**config.mk**
```make
export PLATFORM = sky130hd
export DESIGN_NAME = md5_inverse_step
export DESIGN_NICKNAME = d
export VERILOG_FILES = /design/src/md5inv_pkg.sv /design/src/md5_inverse_step.sv
export SDC_FILE = /design/constraint.sdc
export NUM_CORES = 1
export LEC_CHECK = 0
export ABC_AREA = 1
export BUFFER_PORTS_ARGS = -buffer_cell sky130_fd_sc_hd__buf_4
export CAP_MARGIN = 0
export CORE_ASPECT_RATIO = 1.75
export CORE_MARGIN = 5
export CORE_UTILIZATION = 40
export CTS_CLUSTER_DIAMETER = 30
export DETAILED_ROUTE_END_ITERATION = 6
export GPL_TIMING_DRIVEN = 0
export HOLD_SLACK_MARGIN = 0.02
export SLEW_MARGIN = 20
export SYNTH_ARGS = -nofsm -noshare
export SYNTH_HDL_FRONTEND = slang
export SYNTH_SLANG_ARGS = --single-unit
```
**constraint.sdc**
```tcl
create_clock -name clock -period 3.6 [get_ports clock]
set_input_delay 0.18 -clock clock [delete_from_list [all_inputs] [get_ports clock]]
set_output_delay 0.18 -clock clock [all_outputs]
set_load 0.02 [all_outputs]
```
**src/md5inv_pkg.sv**
```systemverilog
`timescale 1ns / 1ps
// ---------------------------------------------------------------------------
// md5inv_pkg
// Constants, types and helper functions for the MD5 inverse step pipeline.
// ---------------------------------------------------------------------------
package md5inv_pkg;

   localparam int WORD_W  = 32;
   localparam int STEP_W  = 6;
   localparam int SHIFT_W = 5;

   typedef logic [WORD_W-1:0]  word_type;
   typedef logic [STEP_W-1:0]  step_type;
   typedef logic [SHIFT_W-1:0] shift_type;

   typedef enum logic [1:0] {
      ROUND_F = 2'd0,
      ROUND_G = 2'd1,
      ROUND_H = 2'd2,
      ROUND_I = 2'd3
   } round_type;

   localparam word_type INIT_WORDS [4] = '{
      32'h67452301, 32'hefcdab89, 32'h98badcfe, 32'h10325476
   };

   localparam shift_type ROT_TABLE [16] = '{
      5'd7, 5'd12, 5'd17, 5'd22, 5'd5, 5'd9, 5'd14, 5'd20,
      5'd4, 5'd11, 5'd16, 5'd23, 5'd6, 5'd10, 5'd15, 5'd21
   };

   localparam word_type K_TABLE [64] = '{
      32'hd76aa478, 32'he8c7b756, 32'h242070db, 32'hc1bdceee,
      32'hf57c0faf, 32'h4787c62a, 32'ha8304613, 32'hfd469501,
      32'h698098d8, 32'h8b44f7af, 32'hffff5bb1, 32'h895cd7be,
      32'h6b901122, 32'hfd987193, 32'ha679438e, 32'h49b40821,
      32'hf61e2562, 32'hc040b340, 32'h265e5a51, 32'he9b6c7aa,
      32'hd62f105d, 32'h02441453, 32'hd8a1e681, 32'he7d3fbc8,
      32'h21e1cde6, 32'hc33707d6, 32'hf4d50d87, 32'h455a14ed,
      32'ha9e3e905, 32'hfcefa3f8, 32'h676f02d9, 32'h8d2a4c8a,
      32'hfffa3942, 32'h8771f681, 32'h6d9d6122, 32'hfde5380c,
      32'ha4beea44, 32'h4bdecfa9, 32'hf6bb4b60, 32'hbebfbc70,
      32'h289b7ec6, 32'heaa127fa, 32'hd4ef3085, 32'h04881d05,
      32'hd9d4d039, 32'he6db99e5, 32'h1fa27cf8, 32'hc4ac5665,
      32'hf4292244, 32'h432aff97, 32'hab9423a7, 32'hfc93a039,
      32'h655b59c3, 32'h8f0ccc92, 32'hffeff47d, 32'h85845dd1,
      32'h6fa87e4f, 32'hfe2ce6e0, 32'ha3014314, 32'h4e0811a1,
      32'hf7537e82, 32'hbd3af235, 32'h2ad7d2bb, 32'heb86d391
   };

   function automatic word_type swap_bytes(input word_type x);
      return {x[7:0], x[15:8], x[23:16], x[31:24]};
   endfunction

   function automatic word_type round_fn(input round_type r, input word_type b,
                                         input word_type c, input word_type d);
      word_type f;
      unique case (r)
         ROUND_F: f = (b & c) | (~b & d);
         ROUND_G: f = (d & b) | (~d & c);
         ROUND_H: f = b ^ c ^ d;
         ROUND_I: f = c ^ (b | ~d);
         default: f = '0;
      endcase
      return f;
   endfunction

   function automatic word_type rot_right(input word_type x, input shift_type s);
      logic [2*WORD_W-1:0] dbl;
      dbl = {x, x} >> s;
      return dbl[WORD_W-1:0];
   endfunction

endpackage

```
**src/md5_inverse_step.sv**
```systemverilog
`timescale 1ns / 1ps
// ---------------------------------------------------------------------------
// md5_inverse_step
// Four-stage pipeline that undoes one MD5 compression step.
// ---------------------------------------------------------------------------
// A word is taken at every clock edge where start is high; busy never rises,
// so one word per cycle is sustained. Each result appears on the rsp_ ports
// with rsp_valid high for one cycle, and must be captured then. Each word
// passes through four register stages: digest preparation, difference/round
// function/constant lookup, rotate and constant subtract, final round
// function subtract.
module md5_inverse_step
   import md5inv_pkg::*;
(
   input  logic     clock,
   input  logic     reset,
   input  logic     start,
   output logic     busy,
   input  word_type req_state_a,
   input  word_type req_state_b,
   input  word_type req_state_c,
   input  word_type req_state_d,
   input  step_type req_step_index,
   input  logic     req_from_digest,
   output logic     rsp_valid,
   output word_type rsp_prev_b,
   output word_type rsp_prev_c,
   output word_type rsp_prev_d,
   output word_type rsp_a_plus_word
);

   // stage 1: digest preparation
   logic     s1_valid_ff;
   word_type s1_a_ff, s1_b_ff, s1_c_ff, s1_d_ff;
   word_type s1_a_in, s1_b_in, s1_c_in, s1_d_in;
   step_type s1_step_ff;

   // stage 2: difference, round function, constant
   logic      s2_valid_ff;
   word_type  s2_pb_ff, s2_pc_ff, s2_pd_ff, s2_diff_ff, s2_func_ff, s2_k_ff;
   shift_type s2_rot_ff;
   word_type  s2_diff_in, s2_func_in, s2_k_in;
   shift_type s2_rot_in;

   // stage 3: rotate, subtract constant
   logic     s3_valid_ff;
   word_type s3_pb_ff, s3_pc_ff, s3_pd_ff, s3_acc_ff, s3_func_ff;
   word_type s3_acc_in;

   // stage 4: output register
   logic     s4_valid_ff;
   word_type s4_pb_ff, s4_pc_ff, s4_pd_ff, s4_acc_ff;
   word_type s4_acc_in;

   assign busy = 1'b0;

   always_comb begin
      if (req_from_digest) begin
         s1_a_in = swap_bytes(req_state_a) - INIT_WORDS[0];
         s1_b_in = swap_bytes(req_state_b) - INIT_WORDS[1];
         s1_c_in = swap_bytes(req_state_c) - INIT_WORDS[2];
         s1_d_in = swap_bytes(req_state_d) - INIT_WORDS[3];
      end else begin
         s1_a_in = req_state_a;
         s1_b_in = req_state_b;
         s1_c_in = req_state_c;
         s1_d_in = req_state_d;
      end
   end

   always_comb begin
      s2_diff_in = s1_b_ff - s1_c_ff;
      s2_func_in = round_fn(round_type'(s1_step_ff[5:4]), s1_c_ff, s1_d_ff, s1_a_ff);
      s2_k_in    = K_TABLE[s1_step_ff];
      s2_rot_in  = ROT_TABLE[{s1_step_ff[5:4], s1_step_ff[1:0]}];
   end

   assign s3_acc_in = rot_right(s2_diff_ff, s2_rot_ff) - s2_k_ff;
   assign s4_acc_in = s3_acc_ff - s3_func_ff;

   always_ff @(posedge clock) begin
      if (reset) begin
         s1_valid_ff <= 1'b0;
         s2_valid_ff <= 1'b0;
         s3_valid_ff <= 1'b0;
         s4_valid_ff <= 1'b0;
      end else begin
         s1_valid_ff <= start & ~busy;
         s2_valid_ff <= s1_valid_ff;
         s3_valid_ff <= s2_valid_ff;
         s4_valid_ff <= s3_valid_ff;
      end
   end

   always_ff @(posedge clock) begin
      s1_a_ff    <= s1_a_in;
      s1_b_ff    <= s1_b_in;
      s1_c_ff    <= s1_c_in;
      s1_d_ff    <= s1_d_in;
      s1_step_ff <= req_step_index;

      s2_pb_ff   <= s1_c_ff;
      s2_pc_ff   <= s1_d_ff;
      s2_pd_ff   <= s1_a_ff;
      s2_diff_ff <= s2_diff_in;
      s2_func_ff <= s2_func_in;
      s2_k_ff    <= s2_k_in;
      s2_rot_ff  <= s2_rot_in;

      s3_pb_ff   <= s2_pb_ff;
      s3_pc_ff   <= s2_pc_ff;
      s3_pd_ff   <= s2_pd_ff;
      s3_acc_ff  <= s3_acc_in;
      s3_func_ff <= s2_func_ff;

      s4_pb_ff   <= s3_pb_ff;
      s4_pc_ff   <= s3_pc_ff;
      s4_pd_ff   <= s3_pd_ff;
      s4_acc_ff  <= s4_acc_in;
   end

   assign rsp_valid       = s4_valid_ff;
   assign rsp_prev_b      = s4_pb_ff;
   assign rsp_prev_c      = s4_pc_ff;
   assign rsp_prev_d      = s4_pd_ff;
   assign rsp_a_plus_word = s4_acc_ff;

endmodule

```
### After elaboration in Yosys (flattened, before gate mapping)

Memory sizes are Yosys's and may differ from the RTL's. A register that Yosys moved wholly into a read port is not among the register bits.
Index checks and enable logic that the tools add are counted.

* register bits: 586
* ROM bits: 2128
* bits of input ports: 138
* output and inout bits: 130
* word-level logic and storage cells: 56
* memories kept: 2

Memories
* (name not given): words 64, width 32, read ports 1, clocked after Yosys merged registers in 1, write ports 0, RTL line md5_inverse_step.sv:74 `s2_k_in = K_TABLE[s1_step_ff];`
* (name not given): words 16, width 5, read ports 1, clocked after Yosys merged registers in 1, write ports 0, RTL line md5_inverse_step.sv:75 `s2_rot_in = ROT_TABLE[{s1_step_ff[5:4], s1_step_ff[1:0]}];`

* $add $sub $neg: 7
* equality and inequality tests: 3
* shift-type cells: 1
* muxes and demuxes: 5
* bitwise operators: 14
* reduce and logical (&&, ||, !) cells: 1

Operators with widths (number)
* $and A32 B32 Y32: 4
* $mux W32: 4
* $pmux W32 S4: 1
* $or A32 B32 Y32: 3
* $sub A32 B32 Y32: 3
* $xor A32 B32 Y32: 3
* $not A32 Y32: 2
* $shr A64 B5 Y32: 1
* $sub A32 B32 Y32 const B: 2
* $sub A32 B29 Y32 const B: 1
* $sub A32 B31 Y32 const B: 1
* $not A6 Y7: 1
* $not A4 Y5: 1
* $eq A2 B2 Y1 const B: 2
* $eq A2 B1 Y1 const B: 1
* $logic_not A2 Y1: 1

### Depth between registers and ports, before layout

Gate-level depths: netlist of the first run.

* depth after elaboration: 4
* gate-level depth with buffers: 22
* gate-level depth less buffers: 20

### Worst setup path before layout of the first run

OpenSTA, ideal clock, no wires.

* path kind: reg-to-reg
* from: register s2_rot_ff[0]
* to: register s3_acc_ff[30]
* setup time: 0.112 ns
* data arrival time: 2.699 ns
* data required time: 3.488 ns
* setup slack: 0.789 ns
* stages on the path, launching flop included: 21
* buffers on the path: 2
* clock period less this slack: 2.811 ns
* path through: dfxtp_1 buf_6 inv_6 buf_6 nand2_1 nand3_1 o21ai_1 or2_1 o211ai_1 nand2_1 o21a_1 ha_1 fa_1 o21ai_2 nand2_1 nand2_1 nand3_1 nand2_1 nand3_1 nand3_1 nand2_1

* longest elaborated chain between the ends: 2

RTL lines
* from (decl): RTL line md5_inverse_step.sv:41 `shift_type s2_rot_ff;`
* $shr A64 B5 Y32: RTL line md5inv_pkg.sv:70 `dbl = {x, x} >> s;`
* $sub A32 B32 Y32: RTL line md5_inverse_step.sv:78 `assign s3_acc_in = rot_right(s2_diff_ff, s2_rot_ff) - s2_k_ff;`
* net s3_acc_in[30]: RTL line md5_inverse_step.sv:48 `word_type s3_acc_in;`
* to (signal assigned): RTL line md5_inverse_step.sv:113 `s3_acc_ff <= s3_acc_in;`
* to (decl): RTL line md5_inverse_step.sv:47 `word_type s3_pb_ff, s3_pc_ff, s3_pd_ff, s3_acc_ff, s3_func_ff;`

The timed path passes the listed nets, and every way through them passes these cells.
A chain may end at the register's enable or synchronous reset.

### Final worst setup path of the first run

* from: register s2_rot_ff[2]
* to: register s3_acc_ff[28]

Same word-level chain as after synthesis.

==> impl_metrics.yaml, run 1 <==
worst_setup_path:
  path_depth: 16
  critPathArrivalTime_ns: 4.16
  cp-start-kind: "register"
  cp_common_cell: "nand2_1"
  rr_worst_depth: 16
  crit_chain: "inv_1 -> clkbuf_2 -> buf_2 -> nand3_1 -> o211ai_1 -> nand3_1 -> nand2_1 -> ha_1 -> a21oi_1 -> o21ai_0 -> a21oi_1 -> nor2_1 -> nor2_1 -> nand2_1 -> nand2_1 -> nand2_1"
  critPathTopFamily: "compound AO/OA/AOI/OAI gates"
  critPathSlowestCell: "a21oi_1"
  end_kind: "register"
  cp.required_ns: 4.15
  crit_buf_inv: 3
  ff2ff_setup_slack_ns: -0.008
  crit_fanout: 10
  crit_type: "register to register"
  slowest_delay_ns: 0.34
floorplanning:
  die_area_mm2: 0.0827
  core_mm2: 0.0763
  std_cell_rows: 134
  die_height_um: 377
  initial_core_util_pct: 40.3
  io_pins: 268
  fp.dieW_um: 220
clocking:
  root_buffer: "clkbuf_16"
  numCtsBuffers: 83
  clk_latency_ns: 0.69
  cts.sinks: 623
  clkTransAtPathRegs_ns: 0.07
  h-tree-depth: 3
  cts_buffer_depth: 3
  tritoncts: "done"
routing:
  firstDrtPassIters: 7
  drc: 0
  drt_wl_total_um: 153000
  antenna_left: 0
  routedWlPerCell_um: 25.5
  vias_per_cell: 5.53
  dr.first_iter.drc_count: 2745
  num_vias: 33200
global_routing:
  grt_pass1_vias: 33600
  grt_overflow: 0
  grt_usage_pct: 36.3
  grt_pass1_wl_um: 218000
  antenna_found_initial: 12
  grt_start_max_net_pins: 18
synthesis:
  ys.warnings.count: 0
  syn-num-nets: 4611
  async_flop_share_pct: 0
  synth_top_cell_area_share_pct: 40.6
  synth_edf_count: 0
  synth_seq_cells: 623
  ys_types: 53
  syn_avg_cell_area_um2: 7.06
  synth_adder_area_share_pct: 4.96
  synth_common_cells: "nand2_1 (1116), dfxtp_1 (623), inv_1 (501)"
  synth-xor-area-share_pct: 2.79
  yosys-mux-area-fraction_pct: 0
  yosys.area_share.simple_pct: 27.7
  synth_top_family_by_area: "simple AND/OR/NAND/NOR gates"
  yosys_most_used_dff: "dfxtp_1"
  yosysMostFrequentCell: "nand2_1"
  synthCells: 4353
  synth_area_leaders: "dfxtp_1 (41%), nand2_1 (14%), nand3_1 (6.4%)"
  synth_area_mm2: 0.0308
  yosysSeqAreaShare_pct: 40.6
  yosys.area.top_type: "dfxtp_1"
  synth_compound_area_share_pct: 16.0
timing:
  max_freq_ghz: 0.277
  final-hold-violation-count: 0
  max_slew_margin_pct: 16.8
  report.final.setup_viol: 1
  setup_slack_ns: -0.00781
  grt_setup_unrepaired: "yes"
  drv_slew: 0
  layout_min_cycle_time_ns: 3.61
  finalCritPeriodShare_pct: 100
  finClkSkew_ns: 0.0519
  worst_pin_slew_ns: 1.23
  tns_ns: -0.00781
power_and_ir_drop:
  p_leak_nw: 18.5
  ir_drop_mv: 0.469
  power.density_mw_per_mm2: 672
worst_hold_path:
  holdCritPathClass: "input pin to register"
  hold_depth: 3
layout:
  area_delta_synth_final_pct: 26.7
  utilization_pct: 51.1
  final_nets: 5143
  drive_above_1_share_pct: 10.7
outcome:
  status: "finished, violations left"
  violations: "setup timing"
flow_run:
  cap_violations: 0
placement:
  port_buffers: 260
  gp_congestion: 1.10
  hpwl_um: 125000
-- worst min-delay path, cell delays in order --
cell,delay (ns)
buf_4,0.13
inv_1,0.13
o21ai_0,0.20
-- path summary, 6_finish.rpt --
kind                                       startpoint                     to
worst max-delay path             s2_rot_ff[2]$_DFF_P_  s3_acc_ff[28]$_DFF_P_
worst min-delay path                  req_state_a[18]    s1_a_ff[18]$_DFF_P_
worst max register to register   s2_rot_ff[2]$_DFF_P_  s3_acc_ff[28]$_DFF_P_
worst min register to register  s2_func_ff[3]$_DFF_P_  s3_func_ff[3]$_DFF_P_
-- through the flow --
step           power (mW)  instances  setup slack, ns  hold WS [ns]  instance area [µm²]
2_1_floorplan        14.0       4353            0.789         0.208                30800
3_3_place_gp         17.4       5633           -0.515         0.285                34000
3_5_place_dp         17.4       5634           -0.281         0.286                34000
4_1_cts              26.1       5974           0.0113        0.0225                38800
5_1_grt              27.5       5986          -0.0522        0.0398                38900
6_report             26.2       5994         -0.00781        0.0557                39000
-- kinds of logic (layout without fill, tap and decap cells) --
logic type / after synthesis / count (layout)
adders and majority gates: 120 / 120
DFF: 623 / 623
AOI/OAI and AO/OA: 851 / 851
other: 1 / 21
and+or+nand+nor: 2037 / 2037
xor gates and xnor gates: 98 / 98
buffers and inverters: 623 / 1224
-- cells in the final DEF (no fill, tap or decap), drive strengths merged, types with 20 or more instances in the layout --
cell / synthesis / routed
buf: 62 / 323
diode: 0 / 20
xor2: 80 / 80
nor2: 368 / 368
inv: 508 / 533
dfxtp: 623 / 623
nand3: 393 / 393
nand4: 55 / 55
or2: 29 / 29
nand2: 1120 / 1120
ha: 117 / 117
a21oi: 299 / 299
o22ai: 34 / 34
o21ai: 328 / 328
o211ai: 73 / 73
a2111o: 22 / 22
clkbuf: 51 / 146
nor3: 50 / 50
dlygate4sd3: 0 / 186
clkinv: 2 / 26
-- what timing repair did --
action	in CTS	in global routing
gates resized for setup	3	25
cloned	0	0
buffers inserted	0	1
endpoints found under the hold margin	124	0
pin swaps	0	1
hold buffers	186	0
setup endpoints to repair	15	25
-- metal layers --
| metal | vias up | part of all wire (%) | global-route usage, % |
|---|---|---|---|
| li1 | 15500 | - | - |
| met1 | 15100 | 31 | 32.3 |
| met2 | 1775 | 49 | 64.3 |
| met3 | 757 | 6.3 | 7.56 |
| met4 | 2 | 14 | 38.5 |
| met5 | - | 0.0046 | 0 |
-- power breakdown --
part           internal [mW]  switching (mW)  leakage (nW)  total (mW)
clock                   4.84            3.58          1.41        8.42
combinational           2.98            6.03          11.8        9.01
sequential              8.10           0.661          5.25        8.76
total                   15.9            10.3          18.5        26.2
-- area by class of cell --
class	instances	area (µm²)
clock buffers	95	2190
plain buffers	112	539
well taps	1020	1280
diodes	20	50.0
clock inverters	59	752
fillers	7791	37300
multi-input cells	3107	15900
repair buffers	448	3830
flip-flops and latches	623	12500
inverters	510	1920
No activity file was read; power rests on OpenSTA's default activity.
==> run 2, diff against run 1 <==
--- a/config.mk
+++ b/config.mk
@@ -8,7 +8,7 @@
 export ABC_AREA = 1
 export BUFFER_PORTS_ARGS = -buffer_cell sky130_fd_sc_hd__buf_4
 export CAP_MARGIN = 0
-export CORE_ASPECT_RATIO = 1.75
+export CORE_ASPECT_RATIO = 1.5
 export CORE_MARGIN = 5
 export CORE_UTILIZATION = 40
 export CTS_CLUSTER_DIAMETER = 30
==> run 2 against run 1 <==
  * The flow now finishes without violations
  * Power up 2.2%
  * Combinational power down 2%
  * Via count down 2.1%
  * First-iteration DRC count down 9.8%
  * Sequential cell count unchanged
==> impl_metrics.yaml, run 2 (synthesized netlist as in run 1, its figures left out) <==
outcome:
  status: "finished, final reports clean"
routing:
  num_vias: 32500
  dr.first_iter.drc_count: 2476
  vias_per_cell: 5.43
  antenna_left: 0
  drc: 0
  firstDrtPassIters: 6
  drt_wl_total_um: 144000
  routedWlPerCell_um: 24.1
clocking:
  cts_buffer_depth: 3
  numCtsBuffers: 90
  root_buffer: "clkbuf_16"
  h-tree-depth: 3
  cts.sinks: 623
  tritoncts: "done"
  postCtsSetupBuffers: 0
  clkTransAtPathRegs_ns: 0.05
  clk_latency_ns: 0.67
layout:
  multiInputGateArea_mm2: 0.0159
  final_common_cell: "nand2_1"
  fin_area_mm2: 0.0392
  most-common-layout-cells: "nand2_1 (1114), dfxtp_1 (621), inv_1 (501), nand3_1 (393), nor2_1 (353)"
  final_nets: 5145
  n_fill_cell: 7705
  area_delta_synth_final_pct: 27.4
  seqCellArea_mm2: 0.0125
  drive_above_1_share_pct: 11.1
floorplanning:
  std_cell_rows: 124
  fp.dieW_um: 236
  initial_core_util_pct: 40.3
  io_pins: 268
  core_mm2: 0.0763
  die_area_mm2: 0.0826
  die_height_um: 350
flow_run:
  cap_violations: 0
worst_setup_path:
  crit_type: "register to register"
  reg2reg_from: "s1_step_ff[1]$_DFF_P_"
  ff2ff_setup_slack_ns: 0.06
  cp.required_ns: 3.98
  rr_worst_depth: 7
  end_kind: "register"
  critPathArrivalTime_ns: 3.92
  cp-start-kind: "register"
  endpoint: "s2_k_ff[14]$_DFF_P_"
  startpoint: "s1_step_ff[1]$_DFF_P_"
  timing.rr.end: "s2_k_ff[14]$_DFF_P_"
  crit_fanout: 15
timing:
  max_slew_margin_pct: 16.6
  setup_slack_ns: 0.0562
  layout_min_cycle_time_ns: 3.54
  tns_ns: 0
  finClkSkew_ns: 0.0423
  finalCritPeriodShare_pct: 98.4
  final-hold-violation-count: 0
  report.final.setup_viol: 0
  drv_slew: 0
  grt_setup_unrepaired: "yes"
  max_freq_ghz: 0.282
  worst_pin_slew_ns: 1.24
global_routing:
  grt_start_max_net_pins: 18
  grt_usage_pct: 33.6
  grt_pass1_wl_um: 207000
  grt_overflow: 0
  antenna_found_initial: 7
  grt_pass1_vias: 32500
power_and_ir_drop:
  pwr-share-seq_pct: 32.6
  p_clk_share_pct: 34.3
  p_leak_nw: 18.6
  p_sw_mw: 10.2
  ir_drop_mv: 0.443
  p_int_mw: 16.6
  power.density_mw_per_mm2: 683
  finalPower_mw: 26.8
  pwr-share-comb_pct: 33.1
  sw_frac_of_total_pct: 38.0
placement:
  placed_area_mm2: 0.0340
  post-place-ws_ns: -0.163
  hpwl_um: 118000
  port_buffers: 260
  gp_congestion: 1.04
worst_hold_path:
  holdCritPathClass: "input pin to register"
run 2: cell types whose count changed in the layout (fill, tap and decap cells not counted), moves of 6 or more:
cell and change:
inv_8 +6, clkinv_8 -9, clkbuf_16 +6, diode_2 -12, o21ai_1 -9, clkinv_4 +10
run 2: metal layers:
layer | up-vias | track usage [%] | part of all wire [%]
met4 | 2 | 31.9 | 11
met2 | 1480 | 59.6 | 49
li1 | 15500 | - | -
met5 | - | 0 | 0.0076
met1 | 14900 | 33.4 | 34
met3 | 557 | 4.93 | 5.4
run 2: layout make-up:
type | count | area share [%]
diodes | 8 | 0.0511
plain buffers | 113 | 1.39
clock buffers | 98 | 5.95
clock inverters | 70 | 2.38
inverters | 510 | 4.90
multi-input cells | 3107 | 40.7
flip-flops and latches | 623 | 31.8
well taps | 1008 | 3.22
repair buffers | 442 | 9.63
run 2: per-stage QoR:
stage / hold WS, ns / instances / util (%)
6_report: 0.0742 / 5979 / 51.3
5_1_grt: 0.0394 / 5974 / 51.3
4_1_cts: 0.0273 / 5970 / 51.2
3_5_place_dp: 0.285 / 5621 / 44.5
3_3_place_gp: 0.285 / 5621 / 44.5
2_1_floorplan: 0.208 / 4353 / -
run 2: power groups by stage:
stage / Sequential (mW) / Clock [mW] / Combinational [mW]
6_report: 8.72 / 9.17 / 8.86
2_1_floorplan: 8.91 / 0 / 5.06
3_5_place_dp: 8.88 / 0 / 8.43
4_1_cts: 8.74 / 9.34 / 8.67
3_3_place_gp: 8.86 / 0 / 8.46
5_1_grt: 8.83 / 9.68 / 9.67
run 2: worst min path at each step:
| stage | start | cells past startpoint | end |
|---|---|---|---|
| 2_1_floorplan | req_step_index[0] | 0 | s1_step_ff[0]$_DFF_P_ |
| 5_1_grt | req_state_d[1] | 3 | s1_d_ff[25]$_DFF_P_ |
| 3_3_place_gp | req_step_index[2] | 1 | s1_step_ff[2]$_DFF_P_ |
| 6_report | req_state_a[28] | 3 | s1_a_ff[28]$_DFF_P_ |
| 3_5_place_dp | req_step_index[0] | 1 | s1_step_ff[0]$_DFF_P_ |
| 4_1_cts | req_state_d[8] | 3 | s1_d_ff[16]$_DFF_P_ |
run 2: worst max-delay path: stages, from the launching register on:
cell       delay, ns
dfxtp_1         0.53
clkbuf_2        0.31
clkinv_2        0.33
ha_1            0.55
nand2_1         0.38
nand2_1         0.43
o211ai_1        0.36
o2111ai_1       0.36
run 2: repair_timing:
item | CTS | global route
endpoints found under the hold margin | 121 | 1
pin swaps | 1 | 0
endpoints found under the setup margin | 20 | 15
hold buffers | 181 | 1
gates resized for setup | 6 | 29
